$ cat src/rtl/assert_macros.svh
// Assertion macros shared by the text tile layer RTL
`ifndef ASSERT_MACROS_SVH
`define ASSERT_MACROS_SVH

// Property must hold at every clock edge out of reset
`define TTL_ASSERT(lbl, prop, msg) \
	lbl: assert property (@(posedge clk) disable iff (!arst_n) (prop)) else $error(msg);

// Condition must never be seen at a clock edge out of reset
`define TTL_NEVER(lbl, cond, msg) \
	lbl: assert property (@(posedge clk) disable iff (!arst_n) !(cond)) else $error(msg);

`endif

$ cat src/rtl/ttl_pkg.sv
// Shared types and constants for the text tile layer pixel generator
package ttl_pkg;

	localparam int TILE_RAM_DEPTH  = 2048;
	localparam int TILE_BANK_DEPTH = TILE_RAM_DEPTH / 2;
	localparam int TILE_BANK_AW    = $clog2(TILE_BANK_DEPTH);
	localparam int GLYPH_DEPTH     = 4096;
	localparam int GLYPH_AW        = $clog2(GLYPH_DEPTH);
	localparam int OUTQ_DEPTH      = 4;
	localparam int OUTQ_PW         = $clog2(OUTQ_DEPTH);
	localparam int OUTQ_CW         = $clog2(OUTQ_DEPTH + 1);

	localparam logic [2:0] PEN_TRANSPARENT = 3'h7;

	typedef enum logic [1:0] {
		OP_TILE_WR  = 2'd0,
		OP_GLYPH_WR = 2'd1,
		OP_FRAME    = 2'd2,
		OP_RENDER   = 2'd3
	} op_t;

	typedef struct packed {
		logic [1:0]  opcode;
		logic [7:0]  pixel_x;
		logic [7:0]  pixel_y;
		logic [11:0] write_address;
		logic [7:0]  write_data;
	} in_beat_t;

	typedef struct packed {
		logic       opaque;
		logic [3:0] palette_idx;
	} out_beat_t;

	// Fetch pipeline output toward the pixel stage
	typedef struct packed {
		logic       valid;
		op_t        op;
		logic [3:0] px;
		logic [7:0] attr;
		logic [7:0] glyph;
	} pix_t;

endpackage

$ cat src/rtl/ttl_pixel.sv
// Glyph registers, attribute latch and pen selection
`include "assert_macros.svh"
module ttl_pixel
	import ttl_pkg::*;
(
	input  logic      clk,
	input  logic      arst_n,
	input  pix_t      pix,
	output logic      push,
	output out_beat_t res
);

	logic [7:0] regs_q [4];
	logic [7:0] regs_nx [4];
	logic [7:0] latch_q, latch_nx;
	logic [3:0] sum;
	logic [7:0] sel;
	logic [1:0] k;
	logic       c0, c1;
	logic [3:0] col;

	always_comb begin
		latch_nx = latch_q;
		regs_nx  = regs_q;
		if (pix.valid) begin
			unique case (pix.op)
				OP_FRAME: begin
					latch_nx = '0;
					for (int i = 0; i < 4; i++) regs_nx[i] = '0;
				end
				OP_RENDER: begin
					if (!pix.attr[4] && pix.px[2]) latch_nx = pix.attr;
					regs_nx[pix.px[3:2]] = pix.glyph;
				end
				default: begin
				end
			endcase
		end
	end

	// pen lookup sees this pixel's own register and latch updates
	always_comb begin
		sum = pix.px + latch_nx[3:0];
		sel = regs_nx[sum[3:2]];
		k   = 2'd3 - sum[1:0];
		c0  = sel[{1'b0, k}];
		c1  = sel[{1'b1, k}];
		col = {latch_nx[7:6], c1, c0};
	end

	assign push            = pix.valid && pix.op == OP_RENDER;
	assign res.opaque      = col[2:0] != PEN_TRANSPARENT;
	assign res.palette_idx = (col[2:0] != PEN_TRANSPARENT) ? col : 4'd0;

	always_ff @(posedge clk or negedge arst_n) begin
		if (!arst_n) begin
			latch_q <= '0;
			for (int i = 0; i < 4; i++) regs_q[i] <= '0;
		end else begin
			latch_q <= latch_nx;
			regs_q  <= regs_nx;
		end
	end

	`TTL_ASSERT(a_frame_clears_latch, (pix.valid && pix.op == OP_FRAME) |=> latch_q == 8'd0,
		"frame start left attribute latch set")
	`TTL_NEVER(a_transparent_zero, push && !res.opaque && res.palette_idx != 4'd0,
		"transparent pixel with nonzero color")

endmodule

$ cat config.mk
export PLATFORM = sky130hd
export DESIGN_NAME = ttl_pixel
export DESIGN_NICKNAME = d
export VERILOG_FILES = /design/src/rtl/ttl_pkg.sv /design/src/rtl/ttl_pixel.sv
export VERILOG_INCLUDE_DIRS = /design/src /design/src/rtl
export SDC_FILE = /design/constraint.sdc
export NUM_CORES = 1
export LEC_CHECK = 0
export ABC_AREA = 1
export BUFFER_PORTS_ARGS = -buffer_cell sky130_fd_sc_hd__buf_4
export CAP_MARGIN = 20
export CORE_UTILIZATION = 55
export CTS_BUF_LIST = sky130_fd_sc_hd__clkbuf_4 sky130_fd_sc_hd__clkbuf_8
export CTS_CLUSTER_SIZE = 40
export DETAILED_ROUTE_END_ITERATION = 10
export PLACE_DENSITY = 0.85
export SLEW_MARGIN = 25
export SYNTH_ARGS = -nofsm -noshare
export SYNTH_HDL_FRONTEND = slang
export SYNTH_SLANG_ARGS = --single-unit
$ cat constraint.sdc
create_clock -name clk -period 3.65 [get_ports clk]
set_input_delay 0.73 -clock clk [delete_from_list [all_inputs] [get_ports clk]]
set_output_delay 0.73 -clock clk [all_outputs]
set_load 0.02 [all_outputs]
# --- After elaboration in Yosys (flattened, before gate mapping) ---
# Index checks and enable logic that the tools add are counted.
# Widths: inputs -> output; s select.
op_classes:
  add_sub_neg: 2
  order_cmp: 5
  n_eq_ne: 4
  muxes: 16
  bitwise_logic: 2
  n_reduce_logical: 6
ops:
  columns: ["op", "count"]
  rows:
  - ["$pmux 32 s2", 1]
  - ["$mux 8", 5]
  - ["$bwmux 32", 1]
  - ["$mux 32", 1]
  - ["$bmux 8 s2", 1]
  - ["$demux 8 s2", 1]
  - ["$pmux 8 s2", 1]
  - ["$ge 3x3->1 const B", 2]
  - ["$not 2->3", 2]
  - ["$add 4x4->4", 1]
  - ["$bmux 1 s2", 2]
  - ["$eq 2x2->1 const B", 2]
  - ["$lt 2x4->1 const B", 1]
  - ["$lt 3x4->1 const B", 1]
  - ["$mux 4", 1]
  - ["$logic_and 1x1->1", 3]
  - ["$lt 3x1->1 const B", 1]
  - ["$ne 3x3->1 const B", 1]
  - ["$reduce_and 3->1", 1]
  - ["$mux 1", 2]
  - ["$ne 2x2->1 const B", 1]
  - ["$reduce_bool 2->1", 1]
  - ["$sub 2x2->2 const A", 1]
  - ["$logic_not 1->1", 1]
word_totals:
  register_bits: 40
  inputBits: 25
  output_inout_bits: 6
  wordCells: 41

# --- Longest topological paths before layout ---
depth:
  ltp_word: 15
  mapped_depth: 22

# --- Worst setup path after synthesis ---
# Ideal clock, no wire load.
synth_path:
  path_kind: "input to output"
  start: "input pix[21] (netlist bit)"
  end: "output res[0] (netlist bit)"
  arrival_ns: 3.042
  required_time_ns: 2.920
  slack_ns: -0.122
  stages: 14
  cell_sequence: "nand2_1 > buf_2 > buf_2 > nor2_1 > nor2_1 > nor3_1 > inv_1 > fa_1 > xor2_1 > inv_1 > nand3_1 > nand3_1 > nand2_2 > a21boi_1"
synth_lines:
  columns: ["element", "line", "rtl"]
  rows:
  - ["start, declared", "ttl_pixel.sv:8", "input pix_t pix,"]
  - ["end, declared", "ttl_pixel.sv:10", "output out_beat_t res"]

==> impl_metrics.yaml <==
routing:
  wl_mm: 8.061
  vias: 2887
  drt-vias-per-instance: 5.880
  drcViolationCount: 0
  antenna_left: 0
  firstDrtPassIters: 5
  drt_iter0_drc: 340
  wl_per_cell_um: 16.42
outcome:
  violations: "negative setup slack"
  status: "finished with violations"
die:
  io_pins: 31
  core.rowCount: 24
  coreArea_mm2: 0.004474
  initial_core_util_pct: 58.42
  die_area_mm2: 0.005032
  die_w_um: 70.94
  die_y_um: 70.94
global_routing:
  antenna_found_initial: 0
  grt_overflow: 0
  grt_pass1_vias: 2389
  grt_max_degree: 39
  grt_usage_pct: 27.87
  grt_pass1_wl_mm: 10.79
final_layout:
  fill_cells: 280
  drive_gt1_share_pct: 27.11
  layout.nets: 467
  antenna_cells: 0
  multi_input_area_mm2: 0.001574
  regArea_um2: 950.9
  postLayoutCellArea_mm2: 0.003359
  syn_to_final_growth_pct: 28.53
timing:
  hold_viol: 0
  slew_violations: 0
  clock_skew_ps: 0
  fin_ws_ps: -122.3
  setup_violations: 5
  layout_min_cycle_time_ps: 3772
  fin_crit_sh_pct: 103.3
  fmax_mhz: 265.1
  fin_setup_tns_ps: -420.5
  tightest_slew_ps: 566.4
  grt_setup_unrepaired: "true"
  relSlewSlack_pct: 61.99
cts:
  holdBufCountCts: 0
  clk_path_buf_depth: 2
  clock-sinks: 38
  cts_max_level: 2
  clk_latency_ps: 300
  clk_pin_slew_ps: 80
  cts-root-buf: "clkbuf_8"
  cts_tree: "yes"
  cts-buffers-inserted: 5
logic_synthesis:
  yosysTopAreaCellShare_pct: 36.38
  ys_warn_count: 0
  ys_seq_area_share_pct: 36.38
  syn_area_mm2: 0.002614
  ys_seq_elements: 38
  syn_inst: 392
  syn-num-nets: 421
  synth_cell_types: 25
  ys_top_cells_by_area: "dfrtp_1 36%, nand2_1 21%, nand3_1 16%"
  synth_area_leader_cell: "dfrtp_1"
  avgSynthCellArea_um2: 6.668
power_and_ir_drop:
  vdd_drop_max_v: 0.0002586
  p_per_area_mw_per_mm2: 396.3
  leakage_nw: 1.952
  total_power_w: 0.001331
setup_path:
  r2r-start: "regs_q[8]"
  worstPathRequired_ps: 2920
  critical_path.top_delay_family: "simple AND/OR/NAND/NOR gates"
  crit_start: "pix[22]"
  slowest_stage: "ha_1"
  path_class: "primary input to output port"
  path_cells: "buf_6 -> nand2_4 -> inv_6 -> nand2_4 -> inv_2 -> nor3_4 -> ha_1 -> nand3_2 -> nand4_1 -> nand2_4 -> inv_6 -> nand2_8 -> nand4_1 -> nand3_2 -> nand3_2 -> nand2_4 -> a21boi_2 -> buf_6"
  reg2regPathDepth: 4
  rrSetupSlack_ps: 2780
  crit_top_cell: "nand2_4"
  start_kind: "primary input"
  arrival_ps: 3040
  crit_end: "res[1]"
  crit_cells: 18
  worstPathMaxFanout: 5
  r2r-end: "regs_q[8]"
  critPathMaxStageDelay_ps: 280
  path_buf_inv: 5
  worstSetupEndpointType: "output port"
place:
  hpwl_mm: 4.610
  port_buffers: 29
  place_area_mm2: 0.002952
  post-place-ws_ps: -138.4
  routabilityCongestion: 0.8847
flow_run:
  drv_cap: 0
worst_hold_path:
  min_path_type: "primary input to async pin"
## placed cells by master, fill, tap and decap left out, drive strengths merged
master | netlist | layout
nand2 | 157 | 159
nand3 | 86 | 86
inv | 69 | 69
buf | 13 | 50
dfrtp | 38 | 38
nor2 | 9 | 9
clkbuf | 0 | 7
nand4 | 6 | 6
o211ai | 4 | 4
a21boi | 3 | 3
ha | 3 | 3
nor3 | 1 | 1
o21ai | 1 | 1
xor2 | 1 | 1
fa | 1 | 1
clkinv | 0 | 1
## metrics by stage
stage / hold WS [ps] / instances / util (%)
4_1_cts: 406.7 / 484 / 69.10
5_1_grt: 424.1 / 491 / 75.08
6_report: 390.5 / 491 / 75.08
3_3_place_gp: 459.0 / 474 / 65.97
3_5_place_dp: 463.7 / 474 / 65.97
2_1_floorplan: 434.4 / 392 / -
## layout make-up
type | count | area share, %
sequential | 38 | 28.31
timing repair buffer | 50 | 11.84
multi-input combinational | 274 | 46.85
clock inverter | 1 | 0.1490
clock buffer | 7 | 2.682
tap | 52 | 1.937
inverter | 69 | 8.231
## synthesized netlist by cell type (all sizes together)
cell and instances:
nand2 157, nor3 1, o21ai 1, dfrtp 38, xor2 1, nand3 86
o211ai 4, nor2 9, fa 1, a21boi 3, inv 69, nand4 6
buf 13, ha 3
## worst min path at each step
stage | slack, ps | end
global placement | 460 | regs_q[25]
floorplan | 430 | latch_q[0]
CTS | 410 | regs_q[13]
global route | 420 | regs_q[30]
detailed placement | 460 | regs_q[25]
finish | 390 | regs_q[30]
## layer usage
metal | up-vias | share of wire (%) | global-route usage (%)
met5 | - | 0 | 0
met4 | 0 | 6.5 | 12.67
met3 | 58 | 8.7 | 4.131
met2 | 178 | 47 | 46.05
met1 | 1334 | 38 | 36.36
li1 | 1317 | - | -
## state kept, by name, summed over array words and instances (netlist names)
register / count
regs_q: 32
latch_q: 6
## report_power, final
part           leakage (nW)  switching (W)  internal [W]
clock                0.0517       0.000159      0.000160
sequential            0.510      0.0000208      0.000463
combinational          1.39       0.000328      0.000201
## repair_timing
| item | in CTS | in global routing |
|---|---|---|
| gates cloned | 2 | 0 |
| resized for setup | 8 | 52 |
| setup buffers | 0 | 7 |
| pin swaps | 10 | 29 |
| endpoints found under the setup margin | 5 | 5 |
## cell families after synthesis
logic type | count (synthesis) | share of synthesized area [%]
xor+xnor | 1 | 0.3351
buf+inv | 82 | 12.78
flops | 38 | 36.38
simple gates | 259 | 46.10
fa+ha+maj | 4 | 2.202
compound gates | 8 | 2.202
Power figures use the tool's default switching activity.
