**src/rtl/assert_macros.svh**
```systemverilog
// Assertion macros shared by the text tile layer RTL
`ifndef ASSERT_MACROS_SVH
`define ASSERT_MACROS_SVH

// Property must hold at every clock edge out of reset
`define TTL_ASSERT(lbl, prop, msg) \
	lbl: assert property (@(posedge clk) disable iff (!arst_n) (prop)) else $error(msg);

// Condition must never be seen at a clock edge out of reset
`define TTL_NEVER(lbl, cond, msg) \
	lbl: assert property (@(posedge clk) disable iff (!arst_n) !(cond)) else $error(msg);

`endif

```
**src/rtl/ttl_pkg.sv**
```systemverilog
// Shared types and constants for the text tile layer pixel generator
package ttl_pkg;

	localparam int TILE_RAM_DEPTH  = 2048;
	localparam int TILE_BANK_DEPTH = TILE_RAM_DEPTH / 2;
	localparam int TILE_BANK_AW    = $clog2(TILE_BANK_DEPTH);
	localparam int GLYPH_DEPTH     = 4096;
	localparam int GLYPH_AW        = $clog2(GLYPH_DEPTH);
	localparam int OUTQ_DEPTH      = 4;
	localparam int OUTQ_PW         = $clog2(OUTQ_DEPTH);
	localparam int OUTQ_CW         = $clog2(OUTQ_DEPTH + 1);

	localparam logic [2:0] PEN_TRANSPARENT = 3'h7;

	typedef enum logic [1:0] {
		OP_TILE_WR  = 2'd0,
		OP_GLYPH_WR = 2'd1,
		OP_FRAME    = 2'd2,
		OP_RENDER   = 2'd3
	} op_t;

	typedef struct packed {
		logic [1:0]  opcode;
		logic [7:0]  pixel_x;
		logic [7:0]  pixel_y;
		logic [11:0] write_address;
		logic [7:0]  write_data;
	} in_beat_t;

	typedef struct packed {
		logic       opaque;
		logic [3:0] palette_idx;
	} out_beat_t;

	// Fetch pipeline output toward the pixel stage
	typedef struct packed {
		logic       valid;
		op_t        op;
		logic [3:0] px;
		logic [7:0] attr;
		logic [7:0] glyph;
	} pix_t;

endpackage

```
**src/rtl/ttl_outq.sv**
```systemverilog
// Result queue with credit count covering pixels still in the fetch pipeline
`include "assert_macros.svh"
module ttl_outq
	import ttl_pkg::*;
(
	input  logic      clk,
	input  logic      arst_n,
	input  logic      render_acc,
	input  logic      push,
	input  out_beat_t res,
	output logic      credit_ok,
	output logic      out_valid,
	input  logic      out_ready,
	output out_beat_t out_data
);

	out_beat_t          q_mem [OUTQ_DEPTH];
	logic [OUTQ_PW-1:0] wr_ptr_q, rd_ptr_q;
	logic [OUTQ_CW-1:0] count_q, pend_q;
	logic               pop;

	assign pop       = out_valid && out_ready;
	assign out_valid = count_q != '0;
	assign out_data  = q_mem[rd_ptr_q];
	// every accepted render holds a slot until its beat leaves
	assign credit_ok = pend_q < OUTQ_CW'(OUTQ_DEPTH);

	always_ff @(posedge clk) begin
		if (push) begin
			q_mem[wr_ptr_q] <= res;
		end
	end

	always_ff @(posedge clk or negedge arst_n) begin
		if (!arst_n) begin
			wr_ptr_q <= '0;
			rd_ptr_q <= '0;
			count_q  <= '0;
			pend_q   <= '0;
		end else begin
			if (push) wr_ptr_q <= wr_ptr_q + 1'b1;
			if (pop) rd_ptr_q <= rd_ptr_q + 1'b1;
			count_q <= count_q + OUTQ_CW'(push) - OUTQ_CW'(pop);
			pend_q  <= pend_q + OUTQ_CW'(render_acc) - OUTQ_CW'(pop);
		end
	end

	`TTL_NEVER(a_no_overflow, push && !pop && count_q == OUTQ_CW'(OUTQ_DEPTH),
		"result queue overflow")
	`TTL_ASSERT(a_credit_covers, pend_q >= count_q, "queued beats exceed credits")

endmodule

```
**config.mk**
```make
export PLATFORM = sky130hd
export DESIGN_NAME = ttl_outq
export DESIGN_NICKNAME = d
export VERILOG_FILES = /design/src/rtl/ttl_pkg.sv /design/src/rtl/ttl_outq.sv
export VERILOG_INCLUDE_DIRS = /design/src /design/src/rtl
export SDC_FILE = /design/constraint.sdc
export NUM_CORES = 1
export LEC_CHECK = 0
export ABC_AREA = 1
export BUFFER_PORTS_ARGS = -buffer_cell sky130_fd_sc_hd__clkbuf_2
export CORE_MARGIN = 2
export CORE_UTILIZATION = 30
export DETAILED_ROUTE_END_ITERATION = 8
export SLEW_MARGIN = 30
export SYNTH_ARGS = -nofsm -noshare
export SYNTH_HDL_FRONTEND = slang
export SYNTH_SLANG_ARGS = --single-unit
```
**constraint.sdc**
```tcl
create_clock -name clk -period 2.04 [get_ports clk]
set_input_delay 0.408 -clock clk [delete_from_list [all_inputs] [get_ports clk]]
set_output_delay 0.408 -clock clk [all_outputs]
set_load 0.05 [all_outputs]
```
-- Word-level counts from Yosys, hierarchy flattened
Memory sizes are Yosys's and may differ from the RTL's.
Cells that the tools add are included.
- register bits: 10
- bits in latches: 0
- bits in writable memories: 20
- ROM bits: 0
- bits of input ports: 10
- output and inout bits: 7
- logic and storage cells: 16
- memories kept: 1
- memories (memory ; words ; bits a word ; read ports ; clocked after memory_dff ; wr ports ; line ; source):
    q_mem ; 4 ; 5 ; 1 ; 0 ; 1 ; ttl_outq.sv:17 ; out_beat_t q_mem [OUTQ_DEPTH];
- $add $sub $neg: 6
- multiply operators: 0
- divide/modulo/power cells: 0
- $lt $le $gt $ge: 1
- equal/unequal tests: 0
- shift-type cells: 0
- multiplexer cells: 2
- bitwise gates (word level): 0
- reduce and logical (&&, ||, !) cells: 2
- operator list (operator ; count):
    $add A3 B1 Y3 ; 2
    $sub A3 B1 Y3 ; 2
    $add A2 B1 Y2 const B ; 2
    $lt A3 B3 Y1 const B ; 1
    $reduce_bool A3 Y1 ; 1
    $mux W1 ; 2
    $logic_and A1 B1 Y1 ; 1

-- Longest topological paths before layout
Gate-level depths: netlist of the first run.
- word-level depth: 3
- mapped depth: 12
- mapped depth without buffers: 12

-- Worst setup path after synthesis of the first run
OpenSTA, ideal clock, no wires.
- path type: reg2reg
- start: register count_q[1]
- end: register pend_q[2]
- library setup time: 0.065 ns
- arrival time: 2.155 ns
- data required time: 1.975 ns
- path slack: -0.180 ns
- stages on the path, launching flop included: 11
- buffers on the path: 0
- clock period less this slack: 2.220 ns
- cells stage by stage: dfrtp_1 > nor2_1 > nand2_1 > nand2_1 > inv_1 > ha_1 > inv_1 > ha_1 > fa_1 > nand3b_1 > nand2_1
- cells in the longest elaborated chain, start to end: 3
- RTL lines (what ; line ; source):
    start: declaration ; ttl_outq.sv:19 ; logic [OUTQ_CW-1:0] count_q, pend_q;
    start signal: assignment ; ttl_outq.sv:43 ; count_q <= count_q + OUTQ_CW'(push) - OUTQ_CW'(pop);
    $reduce_bool A3 Y1 ; ttl_outq.sv:23 ; assign out_valid = count_q != '0;
    net out_valid ; ttl_outq.sv:12 ; output logic out_valid,
    $logic_and A1 B1 Y1 ; ttl_outq.sv:22 ; assign pop = out_valid && out_ready;
    net pop ; ttl_outq.sv:20 ; logic pop;
    $sub A3 B1 Y3 ; ttl_outq.sv:44 ; pend_q <= pend_q + OUTQ_CW'(render_acc) - OUTQ_CW'(pop);
    end signal: assignment ; ttl_outq.sv:44 ;
    end: declaration ; ttl_outq.sv:19 ;
The timed path passes the listed nets, and every way through them passes these cells.
A chain may end at the register's enable or synchronous reset.

==> run_results.csv, run 1 <==
group,metric,value,unit
placed_design,place_ws,0.138,ns
placed_design,gp_congestion,0.702,
routing,ant_nets,0,
routing,routedWlPerCell,10.3,um
worst_setup_path,r2r_start,"count_q[1]",
worst_setup_path,crit_type,"flip-flop to primary output",
yosys,yosysSeqAreaShare,60.5,%
clocking,clock_sinks,30,
worst_hold_path,min_delay_path_depth,1,
yosys,synthesis.area,1410,um2
routing,viasPerCell,4.04,
layout,fin_nets,176,
yosys,syn_nets,154,
yosys,yosysUniqueCellTypes,18,
worst_setup_path,reg2reg_depth,10,
grt,grt_antenna_before_repair,0,
worst_setup_path,rrSetupSlack,0.15,ns
grt,grt_max_degree,12,
grt,grt_overflow_total,0,
timing,slew_violations,0,
power_and_ir_drop,cellPowerDensity,1570,nW/um2
worst_setup_path,worstSetupEndpointType,"primary output",
clocking,clk_latency,0.28,ns
layout,fillers,453,
layout,utilization,36.8,%
worst_setup_path,arrival,1.48,ns
timing,setup_ws,0.147,ns
grt,grt_pass1_wl,3.62,mm
clocking,cts_buffer_depth,2,
timing,setup_viol,0,
layout,drive_gt1_share,18.5,%
grt,grt_pass1_vias,775,
power_and_ir_drop,p_total,2560,uW
clocking,cts_setup_buffers,0,
worst_hold_path,whs_endpoint,"q_mem[1][1]",
clocking,htreeDepth,2,
routing,num_vias,844,
clocking,path_clk_slew,0.06,ns
floorplanning,initial_core_util,31.6,%
timing,period_share,92.8,%
run_status,outcome,"finished clean",
timing,finalHoldViolations,0,
power_and_ir_drop,leakage,0.000803,uW
floorplanning,die_h,72.5,um
grt,gr-usage-all-layers,9.51,%
worst_setup_path,start_kind,"flip-flop",
timing,tightest_slew,0.334,ns
clocking,cts_buffers,5,
floorplanning,core,4440,um2
timing,tns,0,ns
timing,clock_skew,0.00669,ns
floorplanning,die_x,72.5,um
worst_setup_path,crit_path_max_fanout,10,
routing,drc_errors,0,
run,cap_violations,0,
timing,max_clock_freq,528,MHz
floorplanning,fp.dieArea,5250,um2
routing,totalWireLength,2.15,mm
yosys,yosysWarnings,0,
layout,synthToLayoutAreaGrowth,16.2,%
clocking,root_buffer,"clkbuf_8",
timing,rsz0062_at_grt,"no",
worst_hold_path,min_path_type,"input port to flip-flop",
timing,holdWs,0.351,ns
power_and_ir_drop,vdd_drop_max,0.334,mV
placed_design,port_buffers,16,
worst_setup_path,reg2reg_to,"pend_q[2]",
yosys,synth_area_per_cell,10.5,um2
yosys,ys_ff_latch,30,
worst_hold_path,min_from,"res[1]",
placed_design,hpwlAfterDp,1.55,mm
worst_setup_path,crit_required,1.63,ns
layout,antenna_cells,0,
clocking,cts_tree,"done",
routing,initialDrtViolationCount,30,
yosys,netlist_instances,134,
routing,drt-pass1-iter-count,4,
timing,fin_crit,1.89,ns
floorplanning,num_rows,24,
floorplanning,ios,17,
timing,slew-limit-headroom,77.7,%
-- stage by stage --
step                      instance area, um2  std cells
after floorplan                         1410        134
after global placement                  1540        200
after detailed placement                1540        200
after CTS                               1630        209
after global routing                    1630        209
final                                   1630        209
-- per-layer routing --
metal / vias to the layer above / wire length [um] / GRT usage [%]
met4: 0 / 59 / 5.56
met1: 367 / 950 / 10.7
met5: - / 0 / 0
met2: 14 / 1050 / 15.9
met3: 6 / 89 / 2.92
li1: 457 / - / -
-- power by group --
part	switching (uW)	internal [uW]	leakage [uW]
combinational	810	354	0.000460
sequential	106	845	0.000301
clock	212	233	0.0000416
total	1130	1430	0.000803
-- worst max-delay path, cell delays in order, from the launching register on --
cell      delay (ns)
dfrtp_2         0.48
buf_4           0.19
o21ai_1         0.14
nand2_1         0.06
nand2_1         0.07
clkbuf_2        0.27
-- cells in the final DEF, fill, tap and decap left out, types with 2 or more instances in the layout --
cell type | Yosys | routed
nand2_1 | 36 | 35
o21ai_1 | 4 | 4
ha_1 | 8 | 8
clkbuf_8 | 0 | 5
inv_1 | 26 | 26
nand3_1 | 2 | 2
clkbuf_2 | 1 | 16
buf_4 | 0 | 2
edfxtp_1 | 20 | 20
o21ai_0 | 6 | 6
dfrtp_1 | 10 | 9
fa_1 | 2 | 2
xor2_1 | 2 | 2
nor2_1 | 11 | 10
-- cell type report --
type | instances | area, um2 | area share (%)
clock buffers | 5 | 68.8 | 4.21
multi-input cells | 74 | 429 | 26.3
repair buffers | 19 | 105 | 6.43
inverters | 26 | 97.6 | 5.97
flip-flops and latches | 30 | 852 | 52.1
clock inverters | 3 | 16.3 | 0.995
well taps | 52 | 65.1 | 3.98
-- how the worst max path moves through the flow --
stage | endpoint | startpoint | slack (ns)
2_1_floorplan | pend_q[2] | count_q[1] | 0.01
3_3_place_gp | pend_q[2] | count_q[1] | 0.16
3_5_place_dp | pend_q[2] | count_q[1] | 0.14
4_1_cts | out_data[1] | rd_ptr_q[0] | 0.03
5_1_grt | pend_q[2] | count_q[1] | 0.009
6_report | out_data[4] | rd_ptr_q[0] | 0.15
-- state kept, by name, summed over array words and instances (netlist names) --
signal	cells
q_mem	20
pend_q	3
count_q	3
rd_ptr_q	2
wr_ptr_q	2
-- cell families after synthesis --
group / after synthesis / synth area share [%]
and+or+nand+nor: 50 / 13.8
buffers and inverters: 30 / 9.70
DFF: 30 / 60.5
AOI/OAI and AO/OA: 11 / 4.18
adders and majority gates: 10 / 9.96
xor gates and xnor gates: 3 / 1.87
-- cell usage after synthesis --
| library cell | instances | share of area, % |
|---|---|---|
| edfxtp_1 | 20 | 43 |
| o21ai_2 | 1 | 0.62 |
| fa_1 | 2 | 2.8 |
| buf_6 | 1 | 0.80 |
| o21ai_1 | 4 | 1.4 |
| xnor2_1 | 1 | 0.62 |
| nor2_1 | 11 | 2.9 |
| inv_1 | 26 | 6.9 |
| nand3_1 | 2 | 0.71 |
| nand3b_1 | 1 | 0.53 |
| nand2_1 | 36 | 9.6 |
| clkbuf_4 | 1 | 0.53 |
| ha_1 | 8 | 7.1 |
| o21ai_0 | 6 | 2.1 |
| xor2_1 | 2 | 1.2 |
| dfrtp_1 | 10 | 18 |
| buf_8 | 1 | 1.1 |
| clkbuf_2 | 1 | 0.36 |
-- repair_timing --
action | in CTS | in global routing
hold buffers | 1 | 0
endpoints found under the hold margin | 10 | 0
resized for setup | 0 | 2
endpoints found under the setup margin | 0 | 7
No activity file was read; power rests on OpenSTA's default activity.
==> inputs of run 2 (changes only) <==
Settings changed: REMOVE_ABC_BUFFERS set to 1.
==> run 2 against run 1 <==
  * Largest cell class unchanged
  * Critical path depth increased by 1
  * Via count increased by 5.1%
  * Sequential power decreased by 0.7%
  * Final cell count increased by 0.48%
  * Setup slack improved by 0.036 ns
  * Routed wire length increased by 5.4%
  * Clock power increased by 58%
  * Critical endpoint is now out_data[0]
  * Worst hold slack improved by 0.0025 ns
  * Maximum frequency increased by 2.0%
  * Non-clock buffer count increased by 1
==> run_results.csv, run 2 (same netlist as run 1, synthesis figures left out) <==
group,metric,value,unit
worst_setup_path,crit_required,1.63,ns
layout,fin_nets,177,
worst_setup_path,arrival,1.45,ns
worst_setup_path,slowest_delay,0.47,ns
worst_setup_path,path_buf_inv,2,
grt,grt_use_met2,16.8,%
worst_setup_path,crit_type,"flip-flop to primary output",
layout,synthToLayoutAreaGrowth,20.3,%
routing,initialDrtViolationCount,47,
layout,regMostFlops,"q_mem",
clocking,clk_latency,0.27,ns
layout,drive_gt1_share,17.7,%
routing,num_vias,887,
layout,largestRegisters,"q_mem x20, count_q x3, pend_q x3",
layout,final_area,1690,um2
clocking,cts_buffers,5,
power_and_ir_drop,cellPowerDensity,1690,nW/um2
placed_design,hpwlAfterDp,1.66,mm
layout,fillers,455,
run_status,outcome,"finished clean",
placed_design,port_buffers,16,
worst_setup_path,worstSetupEndpointType,"primary output",
grt,grtUsageMet1,11.5,%
floorplanning,die_h,72.5,um
grt,grt.met3_usage,3.75,%
layout,antenna_cells,0,
routing,totalWireLength,2.26,mm
timing,tightest_slew,0.365,ns
layout,largest_reg_flops,20,
layout,final_cell_mix,"nand2_1, inv_1, edfxtp_1",
floorplanning,die_x,72.5,um
grt,grt_pass1_vias,874,
timing,max_clock_freq,539,MHz
power_and_ir_drop,leakage,0.000829,uW
floorplanning,initial_core_util,31.6,%
clocking,cts_setup_buffers,0,
floorplanning,core,4440,um2
clocking,clock_sinks,30,
clocking,path_clk_slew,0.06,ns
grt,grt_pass1_wl,3.92,mm
floorplanning,fp.dieArea,5250,um2
layout,layout_commonest_cell,"nand2_1",
floorplanning,ios,17,
routing,ant_nets,0,
timing,slew-limit-headroom,75.6,%
timing,setup_viol,0,
run,cap_violations,0,
routing,viasPerCell,4.22,
grt,grt_max_degree,13,
worst_setup_path,start_kind,"flip-flop",
timing,slew_violations,0,
grt,grt_antenna_before_repair,0,
clocking,htreeDepth,2,
timing,clock_skew,0.00342,ns
worst_hold_path,min_path_type,"input port to flip-flop",
worst_setup_path,cp_common_cell,"nor2_1",
timing,fin_crit,1.86,ns
timing,period_share,91.0,%
clocking,root_buffer,"clkbuf_8",
timing,finalHoldViolations,0,
placed_design,place_area,1550,um2
routing,routedWlPerCell,10.8,um
routing,drc_errors,0,
worst_setup_path,path_delay_family,"flip-flops",
grt,grt_overflow_total,0,
placed_design,gp_congestion,0.690,
clocking,cts_buffer_depth,2,
worst_setup_path,slowest_stage,"dfrtp_2",
clocking,cts_tree,"done",
grt,gr-usage-all-layers,9.94,%
floorplanning,num_rows,24,
power_and_ir_drop,vdd_drop_max,0.806,mV
grt,grt-busiest-layer,"met2",
worst_setup_path,crit_path_max_fanout,12,
routing,drt-pass1-iter-count,4,
timing,rsz0062_at_grt,"no",
timing,tns,0,ns
worst_setup_path,cp_cell_sequence,"buf_12 -> nor2_1 -> nor2_1 -> o21ai_0 -> nand2_1 -> clkbuf_2",
==> run 2: worst register-to-register path, delay by kind of cell, from the launching register on <==
family | cells | cell delay (ns)
simple gates | 5 | 0.49
flops | 1 | 0.38
fa+ha+maj | 3 | 0.82
buf+inv | 2 | 0.10
==> run 2: worst paths after layout <==
check                      slack (ns)   startpoint  depth (start not counted)     endpoint
min reg2reg                      0.48  rd_ptr_q[1]                          2  rd_ptr_q[1]
min                              0.35   render_acc                          2    pend_q[0]
max in group asynchronous        1.28       arst_n                          2  rd_ptr_q[0]
min in group asynchronous        0.53       arst_n                          2    pend_q[0]
max reg2reg                      0.20   count_q[1]                         10    pend_q[2]
max                              0.18  rd_ptr_q[0]                          6  out_data[0]
==> run 2: area by class of cell <==
cell class | count | area [um2] | area share [%]
clock buffer | 5 | 68.8 | 4.07
clock inverter | 3 | 63.8 | 3.77
inverter | 26 | 97.6 | 5.77
multi-input combinational | 74 | 419 | 24.8
sequential | 30 | 852 | 50.4
tap | 52 | 65.1 | 3.85
timing repair buffer | 20 | 125 | 7.40
==> run 2: per-layer routing <==
metal	vias to the layer above	share of wire (%)	wire length [um]
met5	-	0	0
li1	456	-	-
met4	0	0.75	17
met1	410	47	1050
met2	19	48	1080
met3	2	4.7	106
==> run 2: power by group <==
group	internal, uW	switching (uW)	total (uW)	leakage [uW]
sequential	845	99.4	944	0.000301
combinational	382	829	1210	0.000462
clock	483	218	701	0.0000658
==> run 2: through the flow <==
stage          cells  hold slack (ns)  utilization, %  setup slack [ns]  total power (uW)
2_1_floorplan    130            0.112               -            -0.180              1830
3_3_place_gp     201            0.292            34.8             0.262              2150
3_5_place_dp     201            0.294            34.8             0.200              2180
4_1_cts          210            0.345            38.0            0.0885              2890
5_1_grt          210            0.352            38.1           0.00739              3090
6_report         210            0.354            38.1             0.183              2860
==> run 2: timing repair <==
item / 4_1_cts / 5_1_grt
endpoints found under the setup margin: 0 / 1
endpoints found under the hold margin: 10 / 0
hold buffers: 1 / 0
gates resized for setup: 0 / 1
